## config.mk

```make
export PLATFORM = sky130hd
export DESIGN_NAME = bbe_div_cell
export DESIGN_NICKNAME = d
export VERILOG_FILES = /design/src/design/bbe_pkg.sv /design/src/design/bbe_div_cell.sv
export SDC_FILE = /design/constraint.sdc
export NUM_CORES = 1
export LEC_CHECK = 0
export BUFFER_PORTS_ARGS = -buffer_cell sky130_fd_sc_hd__buf_2
export CAP_MARGIN = 15
export CORE_MARGIN = 3
export CORE_UTILIZATION = 40
export DETAILED_ROUTE_END_ITERATION = 8
export GPL_TIMING_DRIVEN = 0
export HOLD_SLACK_MARGIN = 0.08
export PLACE_DENSITY = 0.72
export SLEW_MARGIN = 40
export SYNTH_ARGS = -nofsm -noshare
export SYNTH_HDL_FRONTEND = slang
export SYNTH_SLANG_ARGS = --single-unit
```

## constraint.sdc

```tcl
create_clock -name clk -period 1.1 [get_ports clk]
set_clock_uncertainty 0.1 [all_clocks]
set_input_delay 0.055 -clock clk [delete_from_list [all_inputs] [get_ports clk]]
set_output_delay 0.055 -clock clk [all_outputs]
set_load 0.01 [all_outputs]
```

## src/design/bbe_pkg.sv

```systemverilog
// Shared constants, types and control structs of the edge-normalized box blur.
package bbe_pkg;

    localparam int RADIUS     = 1;
    localparam int MAX_WIDTH  = 1024;
    localparam int MAX_HEIGHT = 1024;

    localparam int SIZE_W     = 11;
    localparam int RESET_SIZE = 1024;
    localparam int CFG_IDX_W  = 1;

    localparam logic [CFG_IDX_W-1:0] CFG_WIDTH  = 1'b0;
    localparam logic [CFG_IDX_W-1:0] CFG_HEIGHT = 1'b1;

    localparam int CH_W   = 8;
    localparam int NUM_CH = 3;
    localparam int PIX_W  = CH_W * NUM_CH;

    localparam int MAX_DIM = (MAX_WIDTH > MAX_HEIGHT) ? MAX_WIDTH : MAX_HEIGHT;
    localparam int DIM_W   = $clog2(MAX_DIM + 1);
    localparam int COL_W   = $clog2(MAX_WIDTH);
    localparam int ROW_W   = $clog2(MAX_HEIGHT);
    localparam int LIN_W   = $clog2(MAX_WIDTH * MAX_HEIGHT);
    localparam int MUL_W   = DIM_W + DIM_W + 1;

    localparam int HIST_DEPTH = 2 * RADIUS * MAX_WIDTH + 2 * RADIUS + 1;
    localparam int ADDR_W     = $clog2(HIST_DEPTH);

    // raster index modulo ring depth via truncated reciprocal
    localparam int          MOD_SHIFT = LIN_W + ADDR_W;
    localparam int          RECIP_W   = MOD_SHIFT - ADDR_W + 1;
    localparam logic [63:0] MOD_RECIP = (64'd1 << MOD_SHIFT) / 64'(HIST_DEPTH);
    localparam int          PROD_W    = LIN_W + RECIP_W;
    localparam int          QUO_W     = LIN_W - ADDR_W + 1;

    localparam int NB_SIDE = 2 * RADIUS + 1;
    localparam int NB_CNT  = NB_SIDE * NB_SIDE;
    localparam int SLOT_W  = (NB_SIDE > 1) ? $clog2(NB_SIDE) : 1;
    localparam int CNT_W   = $clog2(NB_CNT + 1);
    localparam int SUM_W   = $clog2(NB_CNT * 255 + 1);
    localparam int NUM_W   = SUM_W + 1;
    localparam int DEN_W   = CNT_W + 1;
    localparam int REM_W   = DEN_W;
    localparam int QUOT_W  = CH_W;

    typedef struct packed {
        logic             valid;
        logic             write;
        logic             inb;
        logic             last;
        logic [ROW_W-1:0] row;
        logic [COL_W-1:0] col;
        logic [PIX_W-1:0] data;
    } hist_req_t;

    typedef struct packed {
        logic             valid;
        logic             inb;
        logic             last;
        logic [PIX_W-1:0] data;
    } hist_rsp_t;

    typedef struct packed {
        logic [REM_W-1:0]  p;
        logic [QUOT_W-1:0] nlow;
        logic [QUOT_W-1:0] q;
    } div_lane_t;

    typedef struct packed {
        logic                         valid;
        logic                         zero;
        logic [DEN_W-1:0]             d;
        div_lane_t [NUM_CH-1:0]       lane;
    } div_item_t;

endpackage

```

## src/design/bbe_div_cell.sv

```systemverilog
// One cell of the rounding divider chain: resolves one quotient bit per lane.
module bbe_div_cell import bbe_pkg::*; (
    input  logic      clk,
    input  logic      rst_n,
    input  logic      adv,
    input  div_item_t din,
    output div_item_t dout
);

    logic      valid_reg;
    div_item_t item_reg;
    div_item_t item_next;
    logic [REM_W:0] trial [NUM_CH];

    always_comb
    begin
        item_next = din;
        for (int k = 0; k < NUM_CH; k++)
        begin
            trial[k] = {din.lane[k].p, din.lane[k].nlow[QUOT_W-1]};
            item_next.lane[k].nlow = din.lane[k].nlow << 1;
            if (trial[k] >= {1'b0, din.d})
            begin
                item_next.lane[k].p = REM_W'(trial[k] - {1'b0, din.d});
                item_next.lane[k].q = {din.lane[k].q[QUOT_W-2:0], 1'b1};
            end
            else
            begin
                item_next.lane[k].p = REM_W'(trial[k]);
                item_next.lane[k].q = {din.lane[k].q[QUOT_W-2:0], 1'b0};
            end
        end
    end

    always_ff @(posedge clk or negedge rst_n)
    begin
        if (!rst_n)
            valid_reg <= 1'b0;
        else if (adv)
            valid_reg <= din.valid;
    end

    always_ff @(posedge clk)
    begin
        if (adv)
            item_reg <= item_next;
    end

    always_comb
    begin
        dout       = item_reg;
        dout.valid = valid_reg;
    end

endmodule

```

==> metrics.md, run 1 <==
| Metric | Value |
|---|---|
| Outcome | finished, violations left |
| Failing checks | setup timing |
| Sequential share of the synthesized area | 71.1% |
| Commonest cells after routing, fill and taps aside | buf_2 (130), edfxtp_1 (66), dlygate4sd3_1 (66) |
| Gr ovfl total | 0 |
| Final min period | 1570 ps |
| Max-Cap Viols | 0 |
| CTS Buf Count | 9 |
| Fin crit share | 142% |
| CTS Hold Bufs | 66 |
| CTS tree | done |
| DRC viols | 0 |
| Critical path's top delay family | adder cells |
| Rows | 29 |
| First-pass GRT wire length | 12.5 mm |
| H-tree depth | 3 |
| Ys Warns | 0 |
| Insertion delay to the later sink of the worst-skew pair | 330 ps |
| Cells after Synth | 169 |
| Vias per cell | 4.54 |
| CTS root buf | clkbuf_8 |
| Worst-path cell chain | buf_8 -> clkinvlp_4 -> fa_2 -> a21oi_2 -> o21ai_2 -> nor2_4 -> mux2_4 |
| Post-route setup TNS | -6890 ps |
| Commonest non-fill, non-tap cell in the layout | buf_2 |
| Post-synthesis average cell area | 16.7 um^2 |
| Distinct cells, synth | 25 |
| Count of final setup violators | 18 |
| Die Height | 90.0 um |
| Worst EP arrival | 1550 ps |
| Fin nets | 488 |
| Worst-Margin Slew | 615 ps |
| Setup slack at placement | -969 ps |
| Area Growth Syn to Fin | 70.1% |
| CORE AREA | 6600 um^2 |
| Max incr delay on CP | 460 ps |
| Post-route worst setup slack | -467 ps |
| DRT Pass-1 Iters | 4 |
| CP max stage cell | fa_2 |
| Worst Path Required | 1080 ps |
| Vias in the first global route | 2338 |
| Total Power | 6.99 mW |
| Final wirelength | 8.15 mm |
| DP HPWL | 4.74 mm |
| Max Freq | 638 MHz |
| Hold WS | 60.8 ps |
| RR Startpoint | valid_reg$_DFFE_PN0P_ |
| Ant diodes | 0 |
| Initial core utilization | 42.8% |
| Full die area | 8100 um^2 |
| DRT iter0 DRCs | 73 |
| Routed Antenna Nets | 0 |
| Flip-flop count of the largest register after layout | 66 |
| Final Hold Fails | 0 |
| Leakage | 2.10 nW |
| R2R Setup Slk | 250 ps |
| CP startpoint | din[64] |
| Clock slew at the register clock pins of the worst setup and hold paths | 70 ps |
| Worst VDD drop | 0.637 mV |
| Levels on crit path | 7 |
| #FFs+latches synth | 67 |
| Largest net degree at the start of global routing | 68 |
| Ports | 143 |
| Via Count | 2247 |
| Type of origin of the critical path | input port |
| Synth area leaders | edfxtp_1 (70%), ha_1 (6.6%), mux2_4 (3.2%) |
| Placer Congestion | 0.751 |
| Power Dens Cells | 1460 nW/um^2 |
| Post-synth top area share | 70.2% |
| Worst Setup EP | dout[40]$_DFFE_PP_ |
| All-Layer GR Usage | 20.3% |
| WS Path Type | input port to register |
| Final Max Slew Viols | 0 |
| R2r endpoint | valid_reg$_DFFE_PN0P_ |
| Clock sink count | 67 |
| RSZ-0062 raised after global routing | yes |
| WL/cell | 16.5 um |
| Hold Crit Class | input port to register |
| Share of cells above drive strength 1 | 51.7% |
| Initial antenna violation count | 0 |
| Slew headroom | 59.0% |
| Buf/Inv on CP | 2 |
| Crit-path max FO | 6 |
| IO Port Bufs | 136 |
| Die W | 90.0 um |
| Cell taking the most area after synthesis | edfxtp_1 |
| Reg2Reg Depth | 1 |
| Clk buf depth | 2 |
| Mapped Area | 2820 um^2 |
| Crit. End Element | register |
==> logic make-up (layout without fill, tap and decap cells) <==
| family | after synthesis | count (layout) | share of synthesized area [%] |
|---|---|---|---|
| AOI/OAI and AO/OA | 13 | 13 | 3.23 |
| muxes | 13 | 13 | 5.85 |
| and+or+nand+nor | 32 | 32 | 6.03 |
| adders and majority gates | 18 | 18 | 8.77 |
| other | 1 | 3 | 0.133 |
| xor gates and xnor gates | 6 | 6 | 1.86 |
| DFF | 67 | 67 | 71.1 |
| buffers and inverters | 19 | 250 | 3.06 |
==> per-layer routing <==
metal	routed length, um	share of wire (%)	up-vias	track usage (%)
li1	-	-	1072	-
met5	0	0	-	0
met1	3150	39	1062	22.6
met2	4160	51	104	36.4
met4	101	1.2	0	6.76
met3	741	9.1	9	6.68
==> synth_stat cells <==
cell and n:
xor2_1 3, nand3b_1 2, nand3_1 2, buf_4 4, fa_1 3, nor3_1 3, mux2_2 4, nor2_1 8
xnor2_1 3, ha_1 15, inv_1 15, nor2_4 3, edfxtp_1 66, mux2_4 6, dfrtp_1 1, nor4_1 3
and2b_1 1, a31oi_1 1, mux2i_1 3, conb_1 1, a21oi_1 5, o21ai_2 6, a21o_1 1, nand2_1 9
nand4_1 1
==> power breakdown <==
group	internal, mW	switching, mW	leakage [nW]	total [mW]
registers	3.09	0.0644	0.658	3.16
clock network	1.51	0.923	0.121	2.44
logic	0.743	0.657	1.32	1.40
==> per-stage QoR <==
step	cell area, um^2	cells	util, %
floorplan	2930	171	-
global placement	3730	400	56.5
detailed placement	3730	400	56.5
CTS	4740	489	71.8
global route	4800	495	72.8
finish	4800	495	72.8
==> worst min-delay path by stage <==
stage,start,to,slack [ps],depth (start not counted)
after floorplan,rst_n,valid_reg$_DFFE_PN0P_,-340,0
after global placement,rst_n,valid_reg$_DFFE_PN0P_,-270,1
after detailed placement,rst_n,valid_reg$_DFFE_PN0P_,-270,1
after CTS,din[20],dout[0]$_DFFE_PP_,30,5
after global routing,din[41],dout[21]$_DFFE_PP_,80,5
final,din[41],dout[21]$_DFFE_PP_,60,5
==> repair_timing <==
action | 4_1_cts | 5_1_grt
gates resized for setup | 14 | 5
endpoints found under the hold margin | 67 | 1
pin swaps | 15 | 6
endpoints found under the setup margin | 19 | 18
gates cloned | 0 | 0
setup buffers | 8 | 6
==> area by class of cell <==
cell class | instances | area [um^2]
Buffer | 3 | 22.5
Clock buffer | 10 | 128
Clock inverter | 6 | 113
Fill cell | 456 | 1800
Inverter | 15 | 97.6
Multi-Input combinational cell | 85 | 826
Sequential cell | 67 | 2010
Tap cell | 93 | 116
Timing Repair Buffer | 216 | 1500
(Power assumes the default switching activity.)
==> run 2: changes to the inputs <==
==> constraint.sdc (replaced) <==
create_clock -name clk -period 1.9 [get_ports clk]
set_clock_uncertainty 0.1 [all_clocks]
set_input_delay 0.095 -clock clk [delete_from_list [all_inputs] [get_ports clk]]
set_output_delay 0.095 -clock clk [all_outputs]
set_load 0.01 [all_outputs]
==> run 2 against run 1 <==
The run now ends clean. Utilization down 4.3 points. First-iteration DRC count up 53%. Sequential share of layout area up 2.6 points. Register-to-register slack better by 810 ps. Combinational power down 48%. Cell count down 1.8%. Sequential power down 42%. Global-route usage up 0.89 points. Setup slack better by 500 ps. Largest cell class unchanged. Highest routed layer unchanged.
==> metrics.md, run 2 (synthesized netlist as in run 1, its figures left out) <==
| Metric | Value |
|---|---|
| Outcome | complete, no violations (was finished, violations left) |
| Commonest non-fill, non-tap cell in the layout | buf_2 (unchanged) |
| Worst EP arrival | 1850 ps (was 1550 ps) |
| Ant diodes | 0 (unchanged) |
| Max incr delay on CP | 530 ps (was 460 ps) |
| Insertion delay to the later sink of the worst-skew pair | 330 ps (about the same) |
| Initial core utilization | 42.8% (unchanged) |
| IO Port Bufs | 136 (unchanged) |
| Die W | 90.0 um (unchanged) |
| Die Height | 90.0 um (unchanged) |
| Power Dens Cells | 819 nW/um^2 (was 1460 nW/um^2) |
| Via Count | 2232 (was 2247) |
| Max-Cap Viols | 0 (unchanged) |
| Worst VDD drop | 0.362 mV (was 0.637 mV) |
| Multi-input logic area | 742 um^2 (was 826 um^2) |
| CTS Buf Count | 9 (unchanged) |
| Gr ovfl total | 0 (unchanged) |
| Vias in the first global route | 2372 (was 2338) |
| Clock slew at the register clock pins of the worst setup and hold paths | 80 ps (was 70 ps) |
| First-pass GRT wire length | 13.2 mm (was 12.5 mm) |
| Setup slack at placement | -218 ps (was -969 ps) |
| Post-route worst setup slack | 28.8 ps (was -467 ps) |
| Clk buf depth | 2 (unchanged) |
| Critical path's top delay family | buffers and inverters (was adder cells) |
| Type of origin of the critical path | input port (unchanged) |
| Leakage | 2.00 nW (was 2.10 nW) |
| CTS root buf | clkbuf_8 (unchanged) |
| Ports | 143 (unchanged) |
| Initial antenna violation count | 0 (unchanged) |
| Final min period | 1870 ps |
| CORE AREA | 6600 um^2 (unchanged) |
| Rows | 29 (unchanged) |
| Area Growth Syn to Fin | 60.2% (was 70.1%) |
| Hold Crit Class | input port to register (unchanged) |
| CP max stage cell | dlygate4sd3_1 (was fa_2) |
| Max Freq | 534 MHz |
| Final core utilization | 68.5% (was 72.8%) |
| DRT Pass-1 Iters | 4 (unchanged) |
| Routed Antenna Nets | 0 (unchanged) |
| Post-route setup TNS | 0 ps (was -6890 ps) |
| Crit-path max FO | 5 (was 6) |
| Final Hold Fails | 0 (unchanged) |
| Largest net degree at the start of global routing | 68 (unchanged) |
| Final wirelength | 8.33 mm (was 8.15 mm) |
| CTS tree | done (unchanged) |
| Commonest cells after routing, fill and taps aside | buf_2 (135), dlygate4sd3_1 (67), edfxtp_1 (66) (was buf_2 (130), edfxtp_1 (66), dlygate4sd3_1 (66)) |
| Full die area | 8100 um^2 (unchanged) |
| FF/Latch Area | 2010 um^2 (unchanged) |
| H-tree depth | 3 (unchanged) |
| Final Max Slew Viols | 0 (unchanged) |
| Buf/Inv on CP | 2 (unchanged) |
| Worst Path Required | 1880 ps (was 1080 ps) |
| Count of final setup violators | 0 (was 18) |
| Fin crit share | 98.5% |
| DP HPWL | 4.86 mm (was 4.74 mm) |
| All-Layer GR Usage | 21.2% (was 20.3%) |
| Vias per cell | 4.59 (was 4.54) |
| Fin nets | 479 (was 488) |
| Placer Congestion | 0.787 (was 0.751) |
| DRC viols | 0 (unchanged) |
| Flip-flop count of the largest register after layout | 66 (unchanged) |
| Worst-Margin Slew | 612 ps (was 615 ps) |
| FILL cells | 482 (was 456) |
| DRT iter0 DRCs | 112 (was 73) |
| Crit. End Element | register (unchanged) |
| Slew headroom | 59.2% (was 59.0%) |
| Clock sink count | 67 (unchanged) |
| WS Path Type | input port to register (unchanged) |
| Worst-path cell chain | dlygate4sd3_1 -> buf_2 -> ha_1 -> nand2_1 -> o21ai_2 -> nor2_4 -> mux2_4 (was buf_8 -> clkinvlp_4 -> fa_2 -> a21oi_2 -> o21ai_2 -> nor2_4 -> mux2_4) |
| WL/cell | 17.1 um (was 16.5 um) |
| Share of cells above drive strength 1 | 45.3% (was 51.7%) |
-- run 2: final timing paths --
path | startpoint | endpoint | slack (ps) | cells after the start
hold / removal | din[41] | dout[21]$_DFFE_PP_ | 110 | 5
hold reg to reg | valid_reg$_DFFE_PN0P_ | valid_reg$_DFFE_PN0P_ | 420 | 1
max in group asynchronous | rst_n | valid_reg$_DFFE_PN0P_ | 1090 | 3
setup reg to reg | valid_reg$_DFFE_PN0P_ | valid_reg$_DFFE_PN0P_ | 1060 | 1
setup / recovery | din[40] | dout[39]$_DFFE_PP_ | 30 | 7
min in group asynchronous | rst_n | valid_reg$_DFFE_PN0P_ | 510 | 3
-- run 2: per-stage QoR --
step | total power, mW | instances | hold WS (ps) | instance area, um^2
4_1_cts | 3.70 | 483 | 91.7 | 4490
5_1_grt | 3.89 | 486 | 132 | 4520
2_1_floorplan | 2.17 | 171 | -301 | 2830
6_report | 3.71 | 486 | 111 | 4520
3_3_place_gp | 2.43 | 400 | -230 | 3630
3_5_place_dp | 2.45 | 400 | -229 | 3630
-- run 2: cell type report --
| type | count | area share [%] |
|---|---|---|
| clock inverter | 7 | 1.49 |
| timing repair buffer | 206 | 30.5 |
| clock buffer | 9 | 2.74 |
| sequential | 67 | 44.4 |
| inverter | 15 | 1.24 |
| buffer | 4 | 0.664 |
| tap | 93 | 2.57 |
| multi-input combinational | 85 | 16.4 |
-- run 2: metal layers --
metal,wire [um],GRT usage [%],vias to the layer above
met2,4340,37.3,105
li1,-,-,1058
met1,3150,23.6,1052
met4,216,8.42,0
met3,627,7.01,17
met5,0,0,-
-- run 2: report_power, final --
group | switching (mW) | internal (mW)
clock network | 0.545 | 0.601
logic | 0.354 | 0.374
registers | 0.0408 | 1.79
-- run 2: what timing repair did --
action / in CTS / in global routing
setup buffers: 0 / 3
setup endpoints to repair: 0 / 6
endpoints found under the hold margin: 66 / 0
hold buffers: 67 / 0
gates resized for setup: 0 / 1
